<file path="config.mk">
export PLATFORM = sky130hd
export DESIGN_NAME = utf8_stream_decoder_flat
export DESIGN_NICKNAME = d
export VERILOG_FILES = /design/src/rtl/utf8d_pkg.sv /design/src/rtl/utf8d_byte_if.sv /design/src/rtl/utf8d_cp_if.sv /design/src/rtl/utf8d_front.sv /design/src/rtl/utf8d_queue.sv /design/src/rtl/utf8d_back.sv /design/src/rtl/utf8_stream_decoder.sv /design/src/flat_wrapper.sv
export VERILOG_INCLUDE_DIRS = /design/src /design/src/rtl
export SDC_FILE = /design/constraint.sdc
export NUM_CORES = 1
export LEC_CHECK = 0
export BUFFER_PORTS_ARGS = -buffer_cell sky130_fd_sc_hd__clkbuf_2
export CAP_MARGIN = 15
export CORE_ASPECT_RATIO = 1.5
export CORE_UTILIZATION = 40
export DETAILED_ROUTE_END_ITERATION = 8
export GPL_TIMING_DRIVEN = 0
export PLACE_DENSITY_LB_ADDON = 0.05
export SLEW_MARGIN = 40
export SYNTH_ARGS = -nofsm -noshare
export SYNTH_HDL_FRONTEND = slang
export SYNTH_HIERARCHICAL = 1
export SYNTH_SLANG_ARGS = --single-unit
</file>
<file path="constraint.sdc">
create_clock -name clk -period 5.47 [get_ports clk]
set_input_delay 1.094 -clock clk [delete_from_list [all_inputs] [get_ports clk]]
set_output_delay 1.094 -clock clk [all_outputs]
set_load 0.01 [all_outputs]
</file>
<file path="src/rtl/utf8_stream_decoder_assert.svh">
// Assertion macros for the UTF-8 stream decoder.
// Each macro expects clk and rst_n in the scope where it is used.
`ifndef UTF8_STREAM_DECODER_ASSERT_SVH
`define UTF8_STREAM_DECODER_ASSERT_SVH

`ifndef NO_ASSERTIONS
`define UTF8D_ASSERT_SAME(label, ante, cons) \
    label: assert property (@(posedge clk) disable iff (!rst_n) (ante) |-> (cons)) \
        else $error("utf8d check failed in the same cycle");
`define UTF8D_ASSERT_NEXT(label, ante, cons) \
    label: assert property (@(posedge clk) disable iff (!rst_n) (ante) |=> (cons)) \
        else $error("utf8d check failed one cycle later");
`else
`define UTF8D_ASSERT_SAME(label, ante, cons)
`define UTF8D_ASSERT_NEXT(label, ante, cons)
`endif

`endif

</file>
<file path="src/rtl/utf8d_pkg.sv">
package utf8d_pkg;

    localparam int CP_W = 21;

    localparam logic [CP_W-1:0] REPLACEMENT_CP = 21'h00FFFD;

    // One queued job: rep_count replacements, then the decoded value if any.
    typedef struct packed {
        logic [2:0]      rep_count;
        logic            has_value;
        logic [CP_W-1:0] value;
        logic            text_last;
    } utf8d_cmd_t;

    typedef struct packed {
        logic full;
        logic empty;
    } utf8d_q_status_t;

endpackage

</file>
<file path="src/rtl/utf8d_byte_if.sv">
interface utf8d_byte_if;
    logic       valid;
    logic       ready;
    logic [7:0] data_byte;
    logic       end_of_input;

    modport source (output valid, output data_byte, output end_of_input, input ready);
    modport sink (input valid, input data_byte, input end_of_input, output ready);
endinterface

</file>
<file path="src/rtl/utf8d_cp_if.sv">
interface utf8d_cp_if;
    logic        valid;
    logic        ready;
    logic [20:0] code_point;
    logic        is_replacement;
    logic        run_last;
    logic        text_end;

    modport source (output valid, output code_point, output is_replacement,
                    output run_last, output text_end, input ready);
    modport sink (input valid, input code_point, input is_replacement,
                  input run_last, input text_end, output ready);
endinterface

</file>
<file path="src/rtl/utf8d_front.sv">
module utf8d_front
    import utf8d_pkg::*;
(
    input  logic            clk,
    input  logic            rst_n,
    utf8d_byte_if.sink      byte_stream,
    input  utf8d_q_status_t q_status,
    output logic            push,
    output utf8d_cmd_t      cmd
);

    localparam logic [CP_W-1:0] MAX_CP   = 21'h10FFFF;
    localparam logic [CP_W-1:0] SURR_LO  = 21'h00D800;
    localparam logic [CP_W-1:0] SURR_HI  = 21'h00DFFF;
    localparam logic [CP_W-1:0] MIN_CP_2 = 21'h000080;
    localparam logic [CP_W-1:0] MIN_CP_3 = 21'h000800;
    localparam logic [CP_W-1:0] MIN_CP_4 = 21'h010000;

    logic [2:0]      exp_len_reg, exp_len_next;
    logic [2:0]      seen_reg, seen_next;
    logic [CP_W-1:0] partial_reg, partial_next;

    logic [7:0]      c;
    logic            last;
    logic            accept;
    logic            pending;
    logic            is_cont;

    logic            lead_ascii;
    logic            lead_multi;
    logic            lead_rep;
    logic            lead_start;
    logic [2:0]      lead_len;
    logic [CP_W-1:0] lead_bits;

    logic [CP_W-1:0] acc;
    logic [2:0]      seen_inc;
    logic            complete;
    logic            overlong;
    logic            value_ok;

    assign c       = byte_stream.data_byte;
    assign last    = byte_stream.end_of_input;
    assign accept  = byte_stream.valid && byte_stream.ready;
    assign pending = (exp_len_reg != 3'd0);
    assign is_cont = (c[7:6] == 2'b10);

    assign byte_stream.ready = !q_status.full;

    // Lead byte decode
    always_comb
    begin
        lead_ascii = !c[7];
        lead_len   = 3'd0;
        lead_bits  = '0;
        if (c[7:5] == 3'b110)
        begin
            lead_len  = 3'd2;
            lead_bits = {16'd0, c[4:0]};
        end
        else if (c[7:4] == 4'b1110)
        begin
            lead_len  = 3'd3;
            lead_bits = {17'd0, c[3:0]};
        end
        else if (c[7:3] == 5'b11110)
        begin
            lead_len  = 3'd4;
            lead_bits = {18'd0, c[2:0]};
        end
        lead_multi = (lead_len != 3'd0);
        lead_rep   = (!lead_ascii && !lead_multi) || (lead_multi && last);
        lead_start = lead_multi && !last;
    end

    // Continuation accumulate and range check
    assign acc      = {partial_reg[CP_W-7:0], c[5:0]};
    assign seen_inc = seen_reg + 3'd1;
    assign complete = (seen_inc >= exp_len_reg);

    always_comb
    begin
        case (exp_len_reg)
            3'd2:    overlong = (acc < MIN_CP_2);
            3'd3:    overlong = (acc < MIN_CP_3);
            3'd4:    overlong = (acc < MIN_CP_4);
            default: overlong = 1'b0;
        endcase
        value_ok = !overlong && (acc <= MAX_CP) && !(acc inside {[SURR_LO:SURR_HI]});
    end

    always_comb
    begin
        exp_len_next  = exp_len_reg;
        seen_next     = seen_reg;
        partial_next  = partial_reg;
        cmd.rep_count = 3'd0;
        cmd.has_value = 1'b0;
        cmd.value     = {13'd0, c};
        cmd.text_last = last;

        if (!pending || !is_cont)
        begin
            // Flush an interrupted sequence, then treat the byte as a lead
            cmd.rep_count = (pending ? seen_reg : 3'd0) + {2'd0, lead_rep};
            cmd.has_value = lead_ascii;
            exp_len_next  = lead_start ? lead_len : 3'd0;
            seen_next     = lead_start ? 3'd1 : 3'd0;
            partial_next  = lead_start ? lead_bits : '0;
        end
        else if (complete)
        begin
            cmd.value     = acc;
            cmd.has_value = value_ok;
            cmd.rep_count = value_ok ? 3'd0 : exp_len_reg;
            exp_len_next  = 3'd0;
            seen_next     = 3'd0;
            partial_next  = '0;
        end
        else if (last)
        begin
            cmd.rep_count = 3'd1;
        end
        else
        begin
            seen_next    = seen_inc;
            partial_next = acc;
        end

        if (last)
        begin
            exp_len_next = 3'd0;
            seen_next    = 3'd0;
            partial_next = '0;
        end
    end

    assign push = accept && ((cmd.rep_count != 3'd0) || cmd.has_value);

    always_ff @(posedge clk or negedge rst_n)
    begin
        if (!rst_n)
        begin
            exp_len_reg <= 3'd0;
            seen_reg    <= 3'd0;
            partial_reg <= '0;
        end
        else if (accept)
        begin
            exp_len_reg <= exp_len_next;
            seen_reg    <= seen_next;
            partial_reg <= partial_next;
        end
    end

endmodule

</file>
<file path="src/rtl/utf8d_queue.sv">
module utf8d_queue
    import utf8d_pkg::*;
#(
    parameter int DEPTH = 2
)
(
    input  logic            clk,
    input  logic            rst_n,
    input  logic            push,
    input  utf8d_cmd_t      push_cmd,
    input  logic            pop,
    output utf8d_cmd_t      head_cmd,
    output utf8d_q_status_t status
);

    localparam int PTR_W = (DEPTH > 1) ? $clog2(DEPTH) : 1;
    localparam int CNT_W = $clog2(DEPTH + 1);
    localparam logic [PTR_W-1:0] LAST_PTR = PTR_W'(DEPTH - 1);
    localparam logic [CNT_W-1:0] FULL_CNT = CNT_W'(DEPTH);

    utf8d_cmd_t       slot_reg [DEPTH];
    logic [PTR_W-1:0] wr_ptr_reg, wr_ptr_next;
    logic [PTR_W-1:0] rd_ptr_reg, rd_ptr_next;
    logic [CNT_W-1:0] cnt_reg, cnt_next;

    assign status.full  = (cnt_reg == FULL_CNT);
    assign status.empty = (cnt_reg == '0);
    assign head_cmd     = slot_reg[rd_ptr_reg];

    always_comb
    begin
        wr_ptr_next = wr_ptr_reg;
        rd_ptr_next = rd_ptr_reg;
        if (push)
        begin
            wr_ptr_next = (wr_ptr_reg == LAST_PTR) ? '0 : wr_ptr_reg + PTR_W'(1);
        end
        if (pop)
        begin
            rd_ptr_next = (rd_ptr_reg == LAST_PTR) ? '0 : rd_ptr_reg + PTR_W'(1);
        end
        case ({push, pop})
            2'b10:   cnt_next = cnt_reg + CNT_W'(1);
            2'b01:   cnt_next = cnt_reg - CNT_W'(1);
            default: cnt_next = cnt_reg;
        endcase
    end

    always_ff @(posedge clk or negedge rst_n)
    begin
        if (!rst_n)
        begin
            wr_ptr_reg <= '0;
            rd_ptr_reg <= '0;
            cnt_reg    <= '0;
        end
        else
        begin
            wr_ptr_reg <= wr_ptr_next;
            rd_ptr_reg <= rd_ptr_next;
            cnt_reg    <= cnt_next;
        end
    end

    always_ff @(posedge clk)
    begin
        if (push)
        begin
            slot_reg[wr_ptr_reg] <= push_cmd;
        end
    end

endmodule

</file>
<file path="src/rtl/utf8d_back.sv">
module utf8d_back
    import utf8d_pkg::*;
(
    input  logic            clk,
    input  logic            rst_n,
    input  utf8d_cmd_t      head_cmd,
    input  utf8d_q_status_t q_status,
    output logic            pop,
    utf8d_cp_if.source      char_stream
);

    logic [1:0]      idx_reg, idx_next;
    logic            out_valid_reg, out_valid_next;
    logic [CP_W-1:0] cp_reg;
    logic            rep_reg;
    logic            run_last_reg;
    logic            text_end_reg;

    logic            load;
    logic            fire;
    logic [2:0]      total;
    logic            is_final;
    logic            is_rep;

    assign load     = !out_valid_reg || char_stream.ready;
    assign fire     = load && !q_status.empty;
    assign total    = head_cmd.rep_count + {2'd0, head_cmd.has_value};
    assign is_final = ({1'b0, idx_reg} == (total - 3'd1));
    assign is_rep   = ({1'b0, idx_reg} < head_cmd.rep_count);
    assign pop      = fire && is_final;

    // Step through the head job one result per beat
    always_comb
    begin
        idx_next = idx_reg;
        if (fire)
        begin
            idx_next = is_final ? 2'd0 : idx_reg + 2'd1;
        end
        if (fire)
        begin
            out_valid_next = 1'b1;
        end
        else if (char_stream.ready)
        begin
            out_valid_next = 1'b0;
        end
        else
        begin
            out_valid_next = out_valid_reg;
        end
    end

    always_ff @(posedge clk or negedge rst_n)
    begin
        if (!rst_n)
        begin
            idx_reg       <= 2'd0;
            out_valid_reg <= 1'b0;
        end
        else
        begin
            idx_reg       <= idx_next;
            out_valid_reg <= out_valid_next;
        end
    end

    always_ff @(posedge clk)
    begin
        if (fire)
        begin
            cp_reg       <= is_rep ? REPLACEMENT_CP : head_cmd.value;
            rep_reg      <= is_rep;
            run_last_reg <= is_final;
            text_end_reg <= is_final && head_cmd.text_last;
        end
    end

    assign char_stream.valid          = out_valid_reg;
    assign char_stream.code_point     = cp_reg;
    assign char_stream.is_replacement = rep_reg;
    assign char_stream.run_last       = run_last_reg;
    assign char_stream.text_end       = text_end_reg;

endmodule

</file>
<file path="src/rtl/utf8_stream_decoder.sv">
// UTF-8 stream decoder: takes one byte per beat on byte_stream and sends Unicode
// scalar values on char_stream, with U+FFFD and is_replacement set for malformed
// input (bad lead, interrupted sequence, overlong/surrogate/out-of-range value, or
// a text that ends mid-sequence). run_last marks the last result caused by a byte
// and text_end the last result of a text. A byte is taken every cycle while the
// command queue (QUEUE_DEPTH entries) has room; the front stage decodes it in that
// same cycle. While the queue holds a job and char_stream is not stalled, the back
// stage emits one result per cycle from the queue head into a registered output;
// a byte yielding k results holds the back stage until all k are out; unstalled,
// well-formed text runs at one byte per cycle; pending continuations bypass it.
`include "utf8_stream_decoder_assert.svh"

module utf8_stream_decoder
    import utf8d_pkg::*;
#(
    parameter int QUEUE_DEPTH = 2
)
(
    input  logic       clk,
    input  logic       rst_n,
    utf8d_byte_if.sink byte_stream,
    utf8d_cp_if.source char_stream
);

    utf8d_cmd_t      push_cmd;
    utf8d_cmd_t      head_cmd;
    utf8d_q_status_t q_status;
    logic            push;
    logic            pop;

    // Front: classify the byte, track the open sequence, queue its results
    utf8d_front u_front (
        .clk         (clk),
        .rst_n       (rst_n),
        .byte_stream (byte_stream),
        .q_status    (q_status),
        .push        (push),
        .cmd         (push_cmd)
    );

    // Queue: decouple decode from the output handshake
    utf8d_queue #(
        .DEPTH (QUEUE_DEPTH)
    ) u_queue (
        .clk      (clk),
        .rst_n    (rst_n),
        .push     (push),
        .push_cmd (push_cmd),
        .pop      (pop),
        .head_cmd (head_cmd),
        .status   (q_status)
    );

    // Back: expand each job into result beats
    utf8d_back u_back (
        .clk         (clk),
        .rst_n       (rst_n),
        .head_cmd    (head_cmd),
        .q_status    (q_status),
        .pop         (pop),
        .char_stream (char_stream)
    );

    // A job never leaves an empty queue
    `UTF8D_ASSERT_SAME(a_pop_nonempty, pop, !q_status.empty)
    // A job's beats are back to back: more follow until run_last
    `UTF8D_ASSERT_NEXT(a_run_continues, char_stream.valid && !char_stream.run_last, char_stream.valid)
    // Text end only on the final beat of a byte
    `UTF8D_ASSERT_SAME(a_end_is_last, char_stream.valid && char_stream.text_end, char_stream.run_last)
    // Replacement beats carry U+FFFD
    `UTF8D_ASSERT_SAME(a_rep_value, char_stream.valid && char_stream.is_replacement, char_stream.code_point == REPLACEMENT_CP)

endmodule
</file>
<file path="src/flat_wrapper.sv">
// flat-port wrapper written by rule: the top's interface ports become plain ports
module utf8_stream_decoder_flat import utf8d_pkg::*;
#(
    parameter int QUEUE_DEPTH = 2
)
  (clk, rst_n, byte_stream_valid, byte_stream_data_byte, byte_stream_end_of_input, byte_stream_ready, char_stream_valid, char_stream_code_point, char_stream_is_replacement, char_stream_run_last, char_stream_text_end, char_stream_ready);
  utf8d_byte_if byte_stream_i ();
  utf8d_cp_if char_stream_i ();
  input  logic clk;
  input  logic rst_n;
  input wire logic [$bits(byte_stream_i.valid)-1:0] byte_stream_valid;
  input wire logic [$bits(byte_stream_i.data_byte)-1:0] byte_stream_data_byte;
  input wire logic [$bits(byte_stream_i.end_of_input)-1:0] byte_stream_end_of_input;
  output wire logic [$bits(byte_stream_i.ready)-1:0] byte_stream_ready;
  output wire logic [$bits(char_stream_i.valid)-1:0] char_stream_valid;
  output wire logic [$bits(char_stream_i.code_point)-1:0] char_stream_code_point;
  output wire logic [$bits(char_stream_i.is_replacement)-1:0] char_stream_is_replacement;
  output wire logic [$bits(char_stream_i.run_last)-1:0] char_stream_run_last;
  output wire logic [$bits(char_stream_i.text_end)-1:0] char_stream_text_end;
  input wire logic [$bits(char_stream_i.ready)-1:0] char_stream_ready;
  assign byte_stream_i.valid = byte_stream_valid;
  assign byte_stream_i.data_byte = byte_stream_data_byte;
  assign byte_stream_i.end_of_input = byte_stream_end_of_input;
  assign byte_stream_ready = byte_stream_i.ready;
  assign char_stream_valid = char_stream_i.valid;
  assign char_stream_code_point = char_stream_i.code_point;
  assign char_stream_is_replacement = char_stream_i.is_replacement;
  assign char_stream_run_last = char_stream_i.run_last;
  assign char_stream_text_end = char_stream_i.text_end;
  assign char_stream_i.ready = char_stream_ready;
  utf8_stream_decoder #(.QUEUE_DEPTH(QUEUE_DEPTH)) u_core (.clk(clk), .rst_n(rst_n), .byte_stream(byte_stream_i), .char_stream(char_stream_i));
endmodule
</file>
==> impl_metrics.py <==
metrics = {
    "drt": {
        "via_per_inst": 4.920,
        "postRouteAntennaNets": 0,
        "wl_mm": 8.703,
        "first_pass_iters": 4,
        "drcViolationCount": 0,
        "drt_iter0_markers": 104,
        "dr_total_vias": 2701,
        "avgRoutedWirePerCell_um": 15.85,
    },
    "synth": {
        "synth-seq-cells": 104,
        "synth_ff_type": "edfxtp_1",
        "synth_top_area_frac": 0.4789,
        "synth_compound_area_frac": 0.06721,
        "ys_seq_area_frac": 0.6259,
        "syn_avg_cell_area_sq_um": 13.81,
        "synthAdderAreaFrac": 0.02625,
        "synth.distinct_cells": 55,
        "synth_most_common_cell": "edfxtp_1",
        "synth_simple_gate_area_share": 0.1373,
        "synth_xor_area_frac": 0.02363,
        "synthCells": 345,
        "synth.largest_area_cell": "edfxtp_1",
        "synth_top_family_by_area": "simple AND/OR/NAND/NOR gates",
        "ys_warn_count": 6,
        "async_flop_share": 0.2692,
        "synthTopCellsByCount": "edfxtp_1 (76), nand2_1 (36), dfrtp_1 (28), mux2_4 (19), and3_1 (15)",
        "synth.area.mux_share": 0.07850,
        "synth-edff-count": 76,
        "synthTopCellsByArea": "edfxtp_1 (48%), dfrtp_1 (15%), mux2_4 (6.0%), nand2_1 (2.8%), ha_1 (2.6%)",
        "syn-cell-area_sq_um": 4766,
        "synth_nets": 368,
    },
    "sta": {
        "fin_skew_ns": 0.008481,
        "drv_slew": 0,
        "fin_worst_hold_slack_ns": 0.4832,
        "tightest_slew_ns": 0.6740,
        "fin_setup_tns_ns": 0,
        "period_needed_ns": 3.503,
        "post-route-period-util": 0.6403,
        "fmax_ghz": 0.2855,
        "final_hold_viol_count": 0,
        "slew-limit-headroom": 0.5507,
        "rsz0062_at_grt": "false",
        "setup_viol": 0,
    },
    "hold_path": {
        "hold_path_depth": 1,
        "hp-class": "reg -> reg",
    },
    "power": {
        "ir_worst_vdd_mv": 0.1706,
        "pwr-share-seq": 0.437,
        "clock_power_share": 0.215,
        "power_density_nw_per_um2": 503.3,
        "switchingPower_uw": 881.3,
        "sw_frac_of_total": 0.3214,
        "p_int_uw": 1861,
        "p_total_uw": 2742,
        "comb_power_share": 0.348,
        "power.leakage_uw": 0.002186,
    },
    "status": {
        "status": "finished, final reports clean",
    },
    "placed_design": {
        "place_area_sq_um": 5175,
        "dp_cells": 533,
        "io_buffers": 37,
        "dpl.hpwl_mm": 6.460,
        "place_congestion": 0.8934,
    },
    "clock_network": {
        "cts.sink_count": 104,
        "insertion_delay_ns": 0.33,
        "ctsRootBufferMaster": "clkbuf_16",
        "cts_inserted_buffers": 9,
        "cts_tree": "done",
        "post_cts_buffers": 0,
        "postCtsHoldBufs": 0,
        "clkTransAtPathRegs_ns": 0.07,
        "cts_max_level": 3,
        "max-clock-path-buffers": 2,
        "cts_resized": 0,
    },
    "setup_path": {
        "crit_type": "in -> reg",
        "cp_max_fo": 16,
        "cp-start-kind": "input pin",
        "worstPathArrival_ns": 3.55,
        "r2r_cells": 11,
        "worstPathRequired_ns": 5.51,
        "end_kind": "flip-flop",
    },
    "final_layout": {
        "final_nets": 417,
        "finalNonFillerCells": 549,
        "antennaDiodeCount": 0,
        "drive_gt1_frac": 0.2907,
        "largest_register_ffs": 52,
        "syn_to_final_growth_pct": 14.31,
        "fin_area_sq_um": 5448,
    },
    "global_route": {
        "grt_antenna_before_repair": 0,
        "grtUsageTotal": 0.1557,
        "grt_pass1_wl_mm": 14.54,
        "grt_overflow": 0,
        "grt_max_degree": 29,
        "grt_pass1_vias": 2718,
    },
    "floorplanning": {
        "fp.dieH_um": 135.7,
        "ios": 39,
        "start_util": 0.4133,
        "fp.dieW_um": 91.13,
        "rows": 48,
        "die-area_sq_um": 12360,
        "core_sq_um": 11530,
    },
    "flow_run": {
        "maxCapViolCount": 0,
    },
}
stage by stage:
stage / worst slack [ns] / utilization
finish: 1.967 / 0.4724
global route: 1.697 / 0.4724
CTS: 1.973 / 0.4724
detailed placement: 1.613 / 0.4488
global placement: 0.2953 / 0.4456
floorplan: 1.319 / -
per-layer routing:
layer	vias to the layer above	part of all wire	GRT usage
met3	17	0.028	0.02581
met5	-	0	0
met4	0	0.028	0.08113
li1	1348	-	-
met1	1286	0.44	0.1935
met2	50	0.50	0.2614
placed cells by master (no fill, tap or decap), types with 5 or more instances in the layout:
| cell type | instances |
|---|---|
| xnor2_1 | 5 |
| or3_2 | 5 |
| nand3_1 | 6 |
| nor2_1 | 11 |
| o21ai_0 | 9 |
| inv_1 | 11 |
| nand2_1 | 36 |
| a21oi_1 | 13 |
| or3_1 | 11 |
| buf_4 | 8 |
| dfrtp_1 | 28 |
| buf_2 | 6 |
| xor2_1 | 6 |
| a22o_1 | 6 |
| edfxtp_1 | 76 |
| and2_1 | 8 |
| clkbuf_2 | 36 |
| mux2_2 | 7 |
| clkbuf_16 | 9 |
| and3_1 | 15 |
| mux2_4 | 19 |
| clkbuf_1 | 7 |
| ha_1 | 10 |
cell families (layout without fill, tap and decap cells):
group | Yosys count | in the layout
flip-flops | 104 | 104
AND/OR/NAND/NOR | 115 | 115
buffers and inverters | 32 | 86
adder cells (fa/ha/maj) | 10 | 10
XOR/XNOR | 12 | 12
AO/OA/AOI/OAI | 45 | 45
multiplexers | 27 | 27
final timing paths:
check                      slack, ns                             end                       start
min in group asynchronous       0.79  u_core/u_front/partial_reg[11]                       rst_n
setup / recovery                1.97   u_core/u_queue/slot_reg[0][7]    byte_stream_data_byte[6]
hold / removal                  0.48       u_core/u_queue/cnt_reg[1]   u_core/u_queue/cnt_reg[1]
hold reg to reg                 0.48       u_core/u_queue/cnt_reg[1]   u_core/u_queue/cnt_reg[1]
setup reg to reg                2.31   u_core/u_queue/slot_reg[0][7]  u_core/u_front/seen_reg[0]
max in group asynchronous       4.24   u_core/u_front/partial_reg[3]                       rst_n
power by group through the flow:
stage          registers (uW)  clock network (uW)  logic (uW)
5_1_grt                  1220                 639        1060
3_5_place_dp             1220                   0         970
4_1_cts                  1200                 614         973
3_3_place_gp             1210                   0         941
2_1_floorplan            1240                   0         669
6_report                 1200                 590         954
area by class of cell:
type | instances | area, sq um
clock inverter | 5 | 40.04
inverter | 11 | 41.29
timing repair buffer | 38 | 212.7
clock buffer | 11 | 232.7
buffer | 21 | 155.1
multi-input combinational | 209 | 1595
fill | 1075 | 6083
sequential | 104 | 2983
tap | 150 | 187.7
worst max-delay path: stages:
cell and delay (ns):
clkbuf_2 0.18, nand2_1 0.09, nor2_1 0.23, a21boi_0 0.18, ha_1 0.23, ha_1 0.31, nand3b_1 0.12, a21oi_1 0.06
o21ai_0 0.17, nand2_1 0.08, o211ai_2 0.12, inv_1 0.12, nor2_4 0.35, buf_16 0.21
(Power assumes the default switching activity.)
